<file path="src/design/vfc_pkg.sv">
`timescale 1ns / 1ps

package vfc_pkg;

	localparam int MODE_W     = 2;
	localparam int IDX_W      = 14;
	localparam int ID_W       = 8;
	localparam int POS_X_W    = 4;
	localparam int POS_Y_W    = 6;
	localparam int POS_Z_W    = 4;
	localparam int SIDE_W     = 3;
	localparam int FACE_NUM_W = 17;
	localparam int NUM_SIDES  = 6;

	localparam int CHUNK_W_DEF = 16;
	localparam int CHUNK_H_DEF = 64;

	localparam int Q_DEPTH = 4;
	localparam int Q_AW    = $clog2(Q_DEPTH);

	localparam logic [MODE_W-1:0] MODE_WRITE = 2'd0;
	localparam logic [MODE_W-1:0] MODE_MESH  = 2'd1;
	localparam logic [MODE_W-1:0] MODE_CLEAR = 2'd2;

	localparam logic [SIDE_W-1:0] SIDE_FRONT  = 3'd0;
	localparam logic [SIDE_W-1:0] SIDE_BACK   = 3'd1;
	localparam logic [SIDE_W-1:0] SIDE_RIGHT  = 3'd2;
	localparam logic [SIDE_W-1:0] SIDE_LEFT   = 3'd3;
	localparam logic [SIDE_W-1:0] SIDE_TOP    = 3'd4;
	localparam logic [SIDE_W-1:0] SIDE_BOTTOM = 3'd5;

	typedef enum logic [1:0] {
		OP_WRITE,
		OP_MESH,
		OP_CLEAR
	} op_t;

	typedef struct packed {
		op_t             op;
		logic [IDX_W-1:0] idx;
		logic [ID_W-1:0]  id;
	} cmd_t;

endpackage

</file>
<file path="src/design/vfc_queue.sv">
`timescale 1ns / 1ps

module vfc_queue import vfc_pkg::*; (
	input  logic clk,
	input  logic arst_n,
	input  logic push_valid,
	output logic push_ready,
	input  cmd_t push_cmd,
	output logic pop_valid,
	input  logic pop_ready,
	output cmd_t pop_cmd
);

	cmd_t            entry_q [Q_DEPTH];
	logic [Q_AW-1:0] wr_ptr_q;
	logic [Q_AW-1:0] rd_ptr_q;
	logic [Q_AW:0]   count_q;
	logic            do_push;
	logic            do_pop;

	assign push_ready = count_q != (Q_AW + 1)'(Q_DEPTH);
	assign pop_valid  = count_q != '0;
	assign pop_cmd    = entry_q[rd_ptr_q];
	assign do_push    = push_valid && push_ready;
	assign do_pop     = pop_valid && pop_ready;

	always_ff @(posedge clk or negedge arst_n) begin
		if (!arst_n) begin
			wr_ptr_q <= '0;
			rd_ptr_q <= '0;
			count_q  <= '0;
		end else begin
			if (do_push) begin
				wr_ptr_q <= wr_ptr_q + 1'b1;
			end
			if (do_pop) begin
				rd_ptr_q <= rd_ptr_q + 1'b1;
			end
			if (do_push && !do_pop) begin
				count_q <= count_q + 1'b1;
			end else if (do_pop && !do_push) begin
				count_q <= count_q - 1'b1;
			end
		end
	end

	always_ff @(posedge clk) begin
		if (do_push) begin
			entry_q[wr_ptr_q] <= push_cmd;
		end
	end

endmodule

</file>
<file path="config.mk">
export PLATFORM = sky130hd
export DESIGN_NAME = vfc_queue
export DESIGN_NICKNAME = d
export VERILOG_FILES = /design/src/design/vfc_pkg.sv /design/src/design/vfc_queue.sv
export SDC_FILE = /design/constraint.sdc
export NUM_CORES = 1
export LEC_CHECK = 0
export BUFFER_PORTS_ARGS = -buffer_cell sky130_fd_sc_hd__buf_2
export CORE_ASPECT_RATIO = 0.8
export CORE_MARGIN = 2
export CORE_UTILIZATION = 47
export CTS_BUF_LIST = sky130_fd_sc_hd__clkbuf_4
export DETAILED_ROUTE_END_ITERATION = 8
export PLACE_DENSITY = 0.67
export SYNTH_ARGS = -nofsm -noshare
export SYNTH_HDL_FRONTEND = slang
export SYNTH_SLANG_ARGS = --single-unit
</file>
<file path="constraint.sdc">
create_clock -name clk -period 2.1 [get_ports clk]
set_input_delay 0.105 -clock clk [delete_from_list [all_inputs] [get_ports clk]]
set_output_delay 0.105 -clock clk [all_outputs]
set_load 0.1 [all_outputs]
</file>
Word level (Yosys, flattened, before mapping). Memory sizes are Yosys's and may differ from the RTL's. Cells that the tools add are included.

Bits in registers: 7. Memory bits (writable): 96. Input port bits: 28. Output and inout bits: 26. Logic and storage cells: 21. Memories kept: 1.

$add $sub $neg: 4. Eq/ne operators: 1. Mux-type cells: 4. Reductions and logical operators: 8.

Memory list: entry_q (depth 4, bits a word 24, read ports 1, clocked after memory_dff 0, write ports 1, RTL line vfc_queue.sv:14) `cmd_t entry_q [Q_DEPTH];`.

Operator list (count): 3-bit 2-to-1 mux (2); 2-bit by 1-bit adder with 2-bit output, second input constant (2); 1-bit logical AND (4); 3-bit by 1-bit adder with 3-bit output, second input constant (1); 3-bit != test, second input constant (1); 3-bit nonzero test (1); 3-bit by 1-bit subtractor with 3-bit output, second input constant (1); 1-bit zero test (2); 1-bit 2-to-1 mux (2); 2-bit nonzero test (1).

Depth between registers and ports, before layout.
Word-level depth: 6. Gate-level depth with buffers: 8. Mapped depth without buffers: 8.

Worst setup path before layout. OpenSTA, ideal clock, no wires.

Path type: reg2reg. From: register count_q[1]. To: register count_q[2]. Setup time: 79 ps. Arrival: 2432 ps. Required time: 2021 ps. Setup slack: -411 ps. Stages on the path, launching flop included: 9. Path buffers: 0. Period minus slack after synthesis: 2511 ps. Path through: dfrtp_1 > or3_1 > nand2_1 > ha_1 > inv_1 > fa_1 > xor2_1 > nor2_1 > xor2_1.

Longest elaborated chain between the ends: 5.

Ends and longest elaborated chain: start: declaration (RTL line vfc_queue.sv:17) `logic [Q_AW:0] count_q;`; start signal: assignment (RTL line vfc_queue.sv:40) `count_q <= count_q + 1'b1;`; start signal: assignment (RTL line vfc_queue.sv:42) `count_q <= count_q - 1'b1;`; 3-bit nonzero test * (RTL line vfc_queue.sv:22) `assign pop_valid = count_q != '0;`; named net pop_valid (RTL line vfc_queue.sv:9) `output logic pop_valid,`; 1-bit logical AND * (RTL line vfc_queue.sv:25) `assign do_pop = pop_valid && pop_ready;`; 1-bit zero test (RTL line vfc_queue.sv:39) `if (do_push && !do_pop) begin`; 1-bit logical AND (RTL line vfc_queue.sv:39); 3-bit 2-to-1 mux or 2-bit nonzero test (tied branches).

The timed path passes the listed nets; every way through them passes the cells marked *. The select of a mux whose other input is x is not followed. A chain may end at the register's enable or synchronous reset.

==> load_flow_metrics.sql <==
INSERT INTO impl_metrics (metric_group, metric, value, unit) VALUES
('run_status', 'outcome', 'completed', ''),
('critical_path', 'critical_path_arrival', '1.96', 'ns'),
('floorplanning', 'initial_core_util', '48.87', '%'),
('cts', 'clock_insertion_delay_worst_skew', '0.44', 'ns'),
('logic_synthesis', 'ys.warnings.count', '0', ''),
('grt', 'track_usage', '15.21', '%'),
('cells_and_area', 'antennaDiodeCount', '0', ''),
('routing', 'wl_met2', '3293', 'um'),
('logic_synthesis', 'post_synth_num_cell_types', '19', ''),
('routing', 'maxUsedRoutingLayer', 'met4', ''),
('grt', 'globalRouteOverflowTotal', '0', ''),
('place', 'post-place-ws', '0.08625', 'ns'),
('logic_synthesis', 'synth.avg_cell_area', '24.34', 'um^2'),
('place', 'place.detailed.instances', '329', ''),
('timing', 'report.final.hold_viol_count', '0', ''),
('place', 'gp_congestion', '0.7283', ''),
('routing', 'routedWlPerCell', '16.83', 'um'),
('logic_synthesis', 'yosysSeqAreaShare', '78.03', '%'),
('grt', 'grt_first_pass_wirelength', '10090', 'um'),
('critical_path', 'required_time_of_the_critical_path', '2.00', 'ns'),
('place', 'buffer_ports.inserted', '53', ''),
('logic_synthesis', 'synth.ff_latch_count', '103', ''),
('cells_and_area', 'finalNetCount', '299', ''),
('cts', 'clkSinkCount', '103', ''),
('cells_and_area', 'area_growth', '30.81', '%'),
('worst_hold_path', 'hold_path.class', 'primary input to register', ''),
('cts', 'htree_levels', '3', ''),
('timing', 'finalSetupViolCount', '0', ''),
('critical_path', 'end_kind', 'output pin', ''),
('critical_path', 'crit_path_max_cell_delay', '0.60', 'ns'),
('routing', 'drtIter0Drc', '62', ''),
('cells_and_area', 'stdcell_count', '378', ''),
('cts', 'maximum_buffer_depth_of_the_clock_tree', '2', ''),
('grt', 'first_global_vias', '2025', ''),
('timing', 'final_max_slew_viol_count', '0', ''),
('logic_synthesis', 'synthesis.nets', '195', ''),
('cts', 'cts_root_buffer', 'sky130_fd_sc_hd__clkbuf_4', ''),
('routing', 'wl', '6363', 'um'),
('grt', 'antenna_found_initial', '0', ''),
('logic_synthesis', 'syn-cell-area', '3919', 'um^2'),
('timing', 'setup_tns', '0', 'ns'),
('floorplanning', 'fp.dieArea', '9089', 'um^2'),
('timing', 'worst_pin_slew', '0.4921', 'ns'),
('timing', 'timing.final.crit_period', '2.065', 'ns'),
('grt', 'largest_net_degree_at_the_start_of_global_routing', '21', ''),
('floorplanning', 'floorplan.die.width', '106.1', 'um'),
('floorplanning', 'die-height', '85.67', 'um'),
('routing', 'met3WireLength', '284', 'um'),
('timing', 'slew_headroom', '67.42', '%'),
('timing', 'rsz_0062_raised_after_global_routing', 'yes', ''),
('critical_path', 'startpoint_type', 'register', ''),
('routing', 'route.detailed.drc', '0', ''),
('cts', 'cts_tree', 'yes', ''),
('logic_synthesis', 'synth_cells', '161', ''),
('cells_and_area', 'layout.core_utilization', '63.93', '%'),
('floorplanning', 'coreArea', '8019', 'um^2'),
('critical_path', 'timing_worst_setup_path_type', 'register to output pin', ''),
('cts', 'cts-buffers-inserted', '9', ''),
('critical_path', 'timing.critical_path.cells', 'buf_6, mux4_2, buf_12', ''),
('critical_path', 'crit_fanout', '13', ''),
('routing', 'antenna_left', '0', ''),
('routing', 'route.detailed.vias_per_inst', '4.992', ''),
('run', 'max-cap-violations', '0', ''),
('timing', 'clock-skew-final', '0.01865', 'ns'),
('routing', 'met1_length', '2709', 'um'),
('floorplanning', 'placement_rows', '29', ''),
('timing', 'maxClockFrequency', '484.2', 'MHz'),
('timing', 'min_period_over_period', '98.35', '%'),
('floorplanning', 'pin_count', '54', ''),
('critical_path', 'critical-path-slowest-cell', 'sky130_fd_sc_hd__dfrtp_4', ''),
('place', 'post-dp-hpwl', '4082', 'um'),
('cells_and_area', 'final_layout_size_suffix_gt1_share', '42.22', '%'),
('cells_and_area', 'most-common-layout-cells', 'sky130_fd_sc_hd__edfxtp_1 (96), sky130_fd_sc_hd__buf_2 (34), sky130_fd_sc_hd__dlygate4sd3_1 (28), sky130_fd_sc_hd__buf_12 (20), sky130_fd_sc_hd__mux4_2 (18)', ''),
('routing', 'route.vias.total', '1887', ''),
('timing', 'fin_ws', '0.03456', 'ns'),
('routing', 'drt_pre_antenna_iters', '4', ''),
('cts', 'cts.reportedPaths.clkPinSlew', '0.14', 'ns'),
('cells_and_area', 'final_common_cell', 'sky130_fd_sc_hd__edfxtp_1', ''),
('cells_and_area', 'fillerInstances', '552', '');
[path summary, 6_finish.rpt]
path | startpoint | depth (start not counted) | end | slack (ns)
min | push_valid | 4 | count_q[0] | 0.23
min in group asynchronous | arst_n | 3 | wr_ptr_q[1] | 0.54
min reg2reg | count_q[2] | 1 | count_q[2] | 0.56
max | rd_ptr_q[0] | 3 | pop_cmd[6] | 0.03
max reg2reg | count_q[0] | 8 | count_q[2] | 0.10
max in group asynchronous | arst_n | 4 | rd_ptr_q[0] | 0.70
[layer usage]
layer	vias to the layer above	global-route usage, %
li1	876	-
met1	953	18.81
met2	50	26.16
met3	8	4.027
met4	0	5.742
met5	-	0
[cell families after synthesis]
logic type	share of synthesized area, %
adders and majority gates	2.107
and+or+nand+nor	1.309
xor gates and xnor gates	1.341
AOI/OAI and AO/OA	0.2873
muxes	14.94
DFF	78.03
buffers and inverters	1.979
[cell usage after synthesis]
master                      n  area, um^2
sky130_fd_sc_hd__buf_2      3       15.01
sky130_fd_sc_hd__a21boi_2   1       11.26
sky130_fd_sc_hd__and2_1     4       25.02
sky130_fd_sc_hd__dfrtp_1    7       175.2
sky130_fd_sc_hd__inv_1      3       11.26
sky130_fd_sc_hd__mux4_2    18       405.4
sky130_fd_sc_hd__nand3_1    1       5.000
sky130_fd_sc_hd__ha_1       5       62.56
sky130_fd_sc_hd__xor2_1     2       17.52
sky130_fd_sc_hd__mux4_1     6       157.7
sky130_fd_sc_hd__nand2_1    2       7.510
sky130_fd_sc_hd__nor2_1     2       7.510
sky130_fd_sc_hd__buf_12     2       40.04
sky130_fd_sc_hd__edfxtp_1  96        2883
sky130_fd_sc_hd__buf_6      1       11.26
sky130_fd_sc_hd__or3_1      1       6.260
sky130_fd_sc_hd__mux2_2     2       22.52
sky130_fd_sc_hd__xnor2_1    4       35.03
sky130_fd_sc_hd__fa_1       1       20.02
[critical path, delay by kind of cell (launching register included)]
kind / cells / cell delay (ns)
buf+inv: 2 / 0.37
flops: 1 / 0.60
mux: 1 / 0.55
[registers in the layout, indices dropped and copies added (netlist names)]
signal	flops
wr_ptr_q	2
entry_q	96
count_q	3
rd_ptr_q	2
[stage by stage]
step                area [um^2]  hold slack [ns]
floorplan                  3944          -0.1906
global placement           4672         -0.05324
detailed placement         4672         -0.04793
CTS                        5097           0.2087
global route               5126           0.2388
finish                     5126           0.2299
[what timing repair did]
item | 4_1_cts | 5_1_grt
gates cloned | 0 | 0
endpoints found under the hold margin | 105 | 0
hold buffers | 28 | 0
pin swaps | 0 | 2
endpoints found under the setup margin | 19 | 20
gates resized for setup | 2 | 6
setup buffers | 3 | 2
[layout make-up]
type                       instances  area [um^2]  area share, %
sequential                       103         3063          59.75
timing repair buffer              99        989.7          19.31
multi-input combinational         49        810.8          15.82
tap                              108        135.1          2.636
clock buffer                       9        67.56          1.318
clock inverter                     7        48.80         0.9519
inverter                           3        11.26         0.2197
Power is left out: the tool's default activity adds up to more than one toggle a clock period on the data nets, which glitch-free logic cannot reach.
