[config.mk]
export PLATFORM = sky130hd
export DESIGN_NAME = vfc_front_flat
export DESIGN_NICKNAME = d
export VERILOG_FILES = /design/src/design/vfc_pkg.sv /design/src/design/vfc_in_if.sv /design/src/design/vfc_front.sv /design/src/flat_wrapper.sv
export SDC_FILE = /design/constraint.sdc
export NUM_CORES = 1
export LEC_CHECK = 0
export ABC_AREA = 1
export BUFFER_PORTS_ARGS = -buffer_cell sky130_fd_sc_hd__clkbuf_2
export CELL_PAD_IN_SITES_DETAIL_PLACEMENT = 2
export CELL_PAD_IN_SITES_GLOBAL_PLACEMENT = 2
export CORE_ASPECT_RATIO = 0.75
export CORE_MARGIN = 8
export CORE_UTILIZATION = 22
export CTS_CLUSTER_DIAMETER = 30
export DETAILED_ROUTE_END_ITERATION = 10
export PLACE_DENSITY = 0.7
export SLEW_MARGIN = 25
export SYNTH_ARGS = -nofsm -noshare
export SYNTH_HDL_FRONTEND = slang
export SYNTH_SLANG_ARGS = --single-unit
[constraint.sdc]
create_clock -name clk -period 2 [get_ports clk]
set_input_delay 0.1 -clock clk [delete_from_list [all_inputs] [get_ports clk]]
set_output_delay 0.1 -clock clk [all_outputs]
set_load 0.1 [all_outputs]
[src/design/vfc_pkg.sv]
`timescale 1ns / 1ps

package vfc_pkg;

	localparam int MODE_W     = 2;
	localparam int IDX_W      = 14;
	localparam int ID_W       = 8;
	localparam int POS_X_W    = 4;
	localparam int POS_Y_W    = 6;
	localparam int POS_Z_W    = 4;
	localparam int SIDE_W     = 3;
	localparam int FACE_NUM_W = 17;
	localparam int NUM_SIDES  = 6;

	localparam int CHUNK_W_DEF = 16;
	localparam int CHUNK_H_DEF = 64;

	localparam int Q_DEPTH = 4;
	localparam int Q_AW    = $clog2(Q_DEPTH);

	localparam logic [MODE_W-1:0] MODE_WRITE = 2'd0;
	localparam logic [MODE_W-1:0] MODE_MESH  = 2'd1;
	localparam logic [MODE_W-1:0] MODE_CLEAR = 2'd2;

	localparam logic [SIDE_W-1:0] SIDE_FRONT  = 3'd0;
	localparam logic [SIDE_W-1:0] SIDE_BACK   = 3'd1;
	localparam logic [SIDE_W-1:0] SIDE_RIGHT  = 3'd2;
	localparam logic [SIDE_W-1:0] SIDE_LEFT   = 3'd3;
	localparam logic [SIDE_W-1:0] SIDE_TOP    = 3'd4;
	localparam logic [SIDE_W-1:0] SIDE_BOTTOM = 3'd5;

	typedef enum logic [1:0] {
		OP_WRITE,
		OP_MESH,
		OP_CLEAR
	} op_t;

	typedef struct packed {
		op_t             op;
		logic [IDX_W-1:0] idx;
		logic [ID_W-1:0]  id;
	} cmd_t;

endpackage

[src/design/vfc_in_if.sv]
`timescale 1ns / 1ps

interface vfc_in_if import vfc_pkg::*; ();
	logic              valid;
	logic              ready;
	logic [MODE_W-1:0] mode;
	logic [IDX_W-1:0]  cell_index;
	logic [ID_W-1:0]   block_id;

	modport source (output valid, mode, cell_index, block_id, input ready);
	modport sink (input valid, mode, cell_index, block_id, output ready);
endinterface

[src/design/vfc_front.sv]
`timescale 1ns / 1ps

module vfc_front import vfc_pkg::*; #(
	parameter int CHUNK_W = CHUNK_W_DEF,
	parameter int CHUNK_H = CHUNK_H_DEF
) (
	input  logic clk,
	input  logic arst_n,
	vfc_in_if.sink cmd,
	output logic push_valid,
	input  logic push_ready,
	output cmd_t push_cmd
);

	localparam int VOLUME    = CHUNK_W * CHUNK_W * CHUNK_H;
	localparam int MEM_DEPTH = (VOLUME < (1 << IDX_W)) ? VOLUME : (1 << IDX_W);

	logic valid_s1;
	cmd_t cmd_s1;
	logic accept;
	logic in_range;
	logic keep;
	op_t  op;

	assign cmd.ready  = !valid_s1 || push_ready;
	assign accept     = cmd.valid && cmd.ready;
	assign push_valid = valid_s1;
	assign push_cmd   = cmd_s1;

	assign in_range = (IDX_W + 1)'(cmd.cell_index) < (IDX_W + 1)'(MEM_DEPTH);

	// out-of-chunk writes and meshes, and the unused mode, are dropped here
	always_comb begin
		keep = 1'b0;
		op   = OP_CLEAR;
		case (cmd.mode)
			MODE_WRITE: begin
				keep = in_range;
				op   = OP_WRITE;
			end
			MODE_MESH: begin
				keep = in_range;
				op   = OP_MESH;
			end
			MODE_CLEAR: begin
				keep = 1'b1;
				op   = OP_CLEAR;
			end
			default: begin
				keep = 1'b0;
				op   = OP_CLEAR;
			end
		endcase
	end

	always_ff @(posedge clk or negedge arst_n) begin
		if (!arst_n) begin
			valid_s1 <= 1'b0;
		end else if (accept) begin
			valid_s1 <= keep;
		end else if (push_ready) begin
			valid_s1 <= 1'b0;
		end
	end

	always_ff @(posedge clk) begin
		if (accept) begin
			cmd_s1.op  <= op;
			cmd_s1.idx <= cmd.cell_index;
			cmd_s1.id  <= cmd.block_id;
		end
	end

endmodule

[src/flat_wrapper.sv]
// flat-port wrapper written by rule: the top's interface ports become plain ports
module vfc_front_flat import vfc_pkg::*;
#(
	parameter int CHUNK_W = CHUNK_W_DEF,
	parameter int CHUNK_H = CHUNK_H_DEF
)
  (clk, arst_n, push_valid, push_ready, push_cmd, cmd_valid, cmd_mode, cmd_cell_index, cmd_block_id, cmd_ready);
  vfc_in_if cmd_i ();
  input  logic clk;
  input  logic arst_n;
  output logic push_valid;
  input  logic push_ready;
  output cmd_t push_cmd;
  input wire logic [$bits(cmd_i.valid)-1:0] cmd_valid;
  input wire logic [$bits(cmd_i.mode)-1:0] cmd_mode;
  input wire logic [$bits(cmd_i.cell_index)-1:0] cmd_cell_index;
  input wire logic [$bits(cmd_i.block_id)-1:0] cmd_block_id;
  output wire logic [$bits(cmd_i.ready)-1:0] cmd_ready;
  assign cmd_i.valid = cmd_valid;
  assign cmd_i.mode = cmd_mode;
  assign cmd_i.cell_index = cmd_cell_index;
  assign cmd_i.block_id = cmd_block_id;
  assign cmd_ready = cmd_i.ready;
  vfc_front #(.CHUNK_W(CHUNK_W), .CHUNK_H(CHUNK_H)) u_core (.clk(clk), .arst_n(arst_n), .cmd(cmd_i), .push_valid(push_valid), .push_ready(push_ready), .push_cmd(push_cmd));
endmodule
# After elaboration in Yosys (flattened, before gate mapping)
# Cells that the tools add are included.
# totals
ff_bits	25
inputBits	28
out_inout_bits	26
wordCells	16
# classes
eq_ne	2
mux	4
reduce_logical	6
# op_table
operator	n
$pmux W2 S2	1
$mux W1	3
$reduce_or A3 Y1	1
$eq A2 B1 Y1 const B	1
$eq A2 B2 Y1 const B	1
$logic_not A2 Y1	1
$reduce_bool A2 Y1	1
$logic_and A1 B1 Y1	1
$logic_not A1 Y1	1
$logic_or A1 B1 Y1	1

# Depth between registers and ports, before layout
# logic_depth
depth_word	4
depth_mapped	3
depth_no_buf	3

# Least setup slack after synthesis
# No wires, ideal clock.
# synth_timing
path_kind	flip-flop to flip-flop
startpoint	reg u_core.valid_s1 (netlist: u_core.push_valid)
endpoint	reg u_core.cmd_s1 (netlist bit u_core.push_cmd[0]) (enable)
setup_time_ns	0.413
arrival_ns	2.123
required_ns	1.587
path_slack_ns	-0.536
path_stages_with_launch	2
path_buffers	0
period_less_slack_ns	2.536
cell_sequence	dfrtp_1 -> a21oi_1
# synth_between
elab_chain_cells	3
# synth_lines
element	line_no	text
from (decl)	vfc_front.sv:18	logic valid_s1;
from (signal assigned)	vfc_front.sv:60	valid_s1 <= keep;
$logic_not A1 Y1	vfc_front.sv:25	assign cmd.ready = !valid_s1 || push_ready;
$logic_or A1 B1 Y1	vfc_front.sv:25	
$logic_and A1 B1 Y1	vfc_front.sv:26	assign accept = cmd.valid && cmd.ready;
via u_core.accept	vfc_front.sv:20	logic accept;
to (decl)	vfc_front.sv:19	cmd_t cmd_s1;
# The timed path passes the listed nets, and every way through them passes these cells.
# A chain may end at the register's enable or synchronous reset.

# Final worst setup path
# layout_timing
startpoint	reg u_core.valid_s1 (netlist: u_core.push_valid)
endpoint	out cmd_ready
# layout_between
elab_chain_cells	2
# layout_lines
element	line_no	text
$logic_not A1 Y1	vfc_front.sv:25	
$logic_or A1 B1 Y1	vfc_front.sv:25	
to (decl)	flat_wrapper.sv:18	output wire logic [$bits(cmd_i.ready)-1:0] cmd_ready;
# No other way between the ends.

==> results_tabular.tex <==
\begin{tabular}{lr}
\hline
Metric & Value \\
\hline
\multicolumn{2}{l}{\textbf{Status}} \\
Outcome & completed \\
\multicolumn{2}{l}{\textbf{Detailed routing}} \\
Average routed wire per standard cell & between 10 and 15 um \\
DRT iter0 DRCs & 23 \\
Via Count & 515 \\
Vias per inst & 3.84 \\
Total DRC errors in the routed layout & 0 \\
Initial DRT Pass Iterations & 3 \\
Antenna violation net count after detailed routing & 0 \\
Routed WL & 2.00 mm \\
\multicolumn{2}{l}{\textbf{STA}} \\
Total setup violations reported at the end of the flow & 0 \\
Final hold violation count & 0 \\
Clock period minus worst slack & 1350 ps \\
Max Freq & 0.742 GHz \\
Fin. max-slew vios & 0 \\
Clock skew after layout & 5.58 ps \\
Worst hold slack & about 12 ps \\
Final Cycle Share & 67.4\% \\
Final TNS setup & 0 ps \\
RSZ-0062 raised after global routing & false \\
Worst slew margin & 62.7\% \\
Transition time at the pin with the least slew margin & 562 ps \\
\multicolumn{2}{l}{\textbf{Power}} \\
Fraction of power consumed by the clock network & a little under a quarter \\
Overall power of the completed layout & 0.00122 W \\
Maximum vdd ir drop & between 0.0002 and 0.0003 V \\
Static leakage & about 0.53 nW \\
Internal power contribution & 0.000798 W \\
Sw Pwr & 0.000418 W \\
Combinational share of power & 25.9\% \\
Sequential fraction of design power & about half \\
Net switching share of the total power & 34.4\% \\
Power per cell area & $\sim$1000 nW/um2 \\
\multicolumn{2}{l}{\textbf{Global routing}} \\
Global-route usage over all layers & 6.70\% \\
First-pass GRT wire length & 2.88 mm \\
Total overflow reported by the global router & 0 \\
Pin count of the biggest net entering global routing & 25 \\
Number of antenna violations at the first check in global routing & 0 \\
Number of global-route vias before repair & approximately 540 \\
\multicolumn{2}{l}{\textbf{Min path}} \\
HP Class & in2reg \\
Launch instance of the worst min-delay path & cmd\_cell\_index[12] \\
\multicolumn{2}{l}{\textbf{Floorplan}} \\
Site Rows & 18 \\
Height of the die & 67.7 um \\
Number of I/O pins & 54 \\
Area of the core & 3360 um2 \\
Die boundary width & 85.0 um \\
Initial Util & 23.4\% \\
Area of the die & 5750 um2 \\
\multicolumn{2}{l}{\textbf{CTS}} \\
Number of buffers between clock root and the deepest sink & 2 \\
TritonCTS sink count & 25 \\
Clk Tree Root Cell & sky130\_fd\_sc\_hd\_\_clkbuf\_8 \\
Clock slew seen by the registers of the worst setup and hold paths & 80 ps \\
Clock H-tree levels & 1 \\
Hold-fix buffer count after cts & 1 \\
Number of buffers inserted during clock tree synthesis & 3 \\
Number of setup buffers added after CTS & 0 \\
CTS tree & yes \\
Clock insertion delay at the later pin of the skew report & 260 ps \\
Quantity of gates resized following cts & 0 \\
\multicolumn{2}{l}{\textbf{Synthesis}} \\
Portion of the post-synthesis area used by sequential elements & 95.1\% \\
Gate count after technology mapping & 35 \\
Average footprint of a synthesized cell & 22.4 um2 \\
Yosys warning total & 0 \\
Distinct cells, synth & 7 \\
Cell Area, Synth & 785 um2 \\
Yosys reg bits & 25 \\
Syn\_nets & 63 \\
\multicolumn{2}{l}{\textbf{Worst setup path}} \\
Sort of element at the end of the critical path & primary output \\
Startpoint kind of the worst setup timing path & flip-flop \\
Maximum net fanout on the critical path & 3 \\
Critical Path Source & u\_core.push\_valid \\
Critical path start-end classification & reg2out \\
Data required time at the worst endpoint & $\sim$1900 ps \\
Worst Path Arrival & around 1300 ps \\
Minimum setup slack among reg-to-reg paths & 770 ps \\
Worst flop-to-flop path startpoint & u\_core.push\_valid \\
\multicolumn{2}{l}{\textbf{Placed design}} \\
Placer's final routability congestion estimate & 0.660 \\
Half-perimeter wire length after detailed placement & 1.66 mm \\
Port Buffer Count & 53 \\
\multicolumn{2}{l}{\textbf{Run}} \\
Max Cap Violations & 0 \\
\multicolumn{2}{l}{\textbf{Finish}} \\
Leading cell type in the layout, fill and taps excluded & sky130\_fd\_sc\_hd\_\_clkbuf\_2 \\
Share of final-layout standard cells stronger than drive strength 1 & 62.8\% \\
Net count reported at finish & 123 \\
Area used by multi-input combinational logic & 37.5 um2 \\
Growth of design area from synthesis to finish & 50.7\% \\
Commonest cells after routing, fill and taps aside & 53 x sky130\_fd\_sc\_hd\_\_clkbuf\_2, 24 x sky130\_fd\_sc\_hd\_\_edfxtp\_1, 3 x sky130\_fd\_sc\_hd\_\_inv\_1, 3 x sky130\_fd\_sc\_hd\_\_nand2\_1, 3 x sky130\_fd\_sc\_hd\_\_clkbuf\_8 \\
Number of inserted filler cells in the final layout & 351 \\
Area used by sequential logic in the layout & 746 um2 \\
Antenna diode count & 0 \\
\hline
\end{tabular}
==> per-stage QoR <==
stage	setup WS (ps)	std cells	cell area (um2)	util, %
after global routing	612	134	1180	35.2
after detailed placement	769	128	1120	33.3
after floorplan	195	35	798	-
after global placement	808	128	1120	33.3
after CTS	633	133	1170	34.9
final	652	134	1180	35.2
==> flip-flops by register name, indices dropped and copies added, names as in the netlist <==
signal / count
u_core.push_cmd: 24
u_core.push_valid: 1
==> power by group through the flow <==
stage	clock [W]	combinational, W	sequential (W)
2_1_floorplan	0	0.0000290	0.000855
4_1_cts	0.000298	0.000317	0.000622
3_3_place_gp	0	0.000312	0.000632
6_report	0.000281	0.000315	0.000621
3_5_place_dp	0	0.000315	0.000634
5_1_grt	0.000317	0.000326	0.000625
==> cells by family (layout without fill, tap and decap cells) <==
| logic type | count (synthesis) | after routing | share of synthesized area [%] |
|---|---|---|---|
| and+or+nand+nor | 5 | 5 | 2.39 |
| AOI/OAI and AO/OA | 1 | 1 | 0.637 |
| buffers and inverters | 4 | 63 | 1.91 |
| DFF | 25 | 25 | 95.1 |
==> worst max-delay path: stages (launching register included) <==
cell	delay (ps)
sky130_fd_sc_hd__dfrtp_1	440
sky130_fd_sc_hd__nand2_2	100
sky130_fd_sc_hd__clkbuf_2	450
==> synth_stat cells <==
| cell type | count | area share (%) |
|---|---|---|
| sky130_fd_sc_hd__a21oi_1 | 1 | 0.64 |
| sky130_fd_sc_hd__clkbuf_1 | 1 | 0.48 |
| sky130_fd_sc_hd__dfrtp_1 | 1 | 3.2 |
| sky130_fd_sc_hd__edfxtp_1 | 24 | 92 |
| sky130_fd_sc_hd__inv_1 | 3 | 1.4 |
| sky130_fd_sc_hd__nand2_1 | 4 | 1.9 |
| sky130_fd_sc_hd__nor2_1 | 1 | 0.48 |
==> worst paths after layout <==
check	to	depth (start not counted)
worst min register to register	u_core.push_valid	2
worst max register to register	u_core.push_cmd[14]	2
max in group asynchronous	u_core.push_valid	2
min in group asynchronous	u_core.push_valid	2
worst min-delay path	u_core.push_cmd[20]	1
worst max-delay path	cmd_ready	2
==> final cells by class <==
class	count	share of cell area, %
multi-input combinational	6	3.17
clock buffer	4	3.81
timing repair buffer	56	24.8
inverter	3	0.952
tap	40	4.23
sequential	25	63.1
==> routing by layer <==
layer / vias to the layer above / global-route usage (%) / share of wire (%)
li1: 244 / - / -
met1: 238 / 6.77 / 38
met2: 33 / 11.4 / 48
met3: 0 / 4.73 / 14
met4: 0 / 1.32 / 0
met5: - / 0 / 0
No activity file was read; power rests on OpenSTA's default activity.
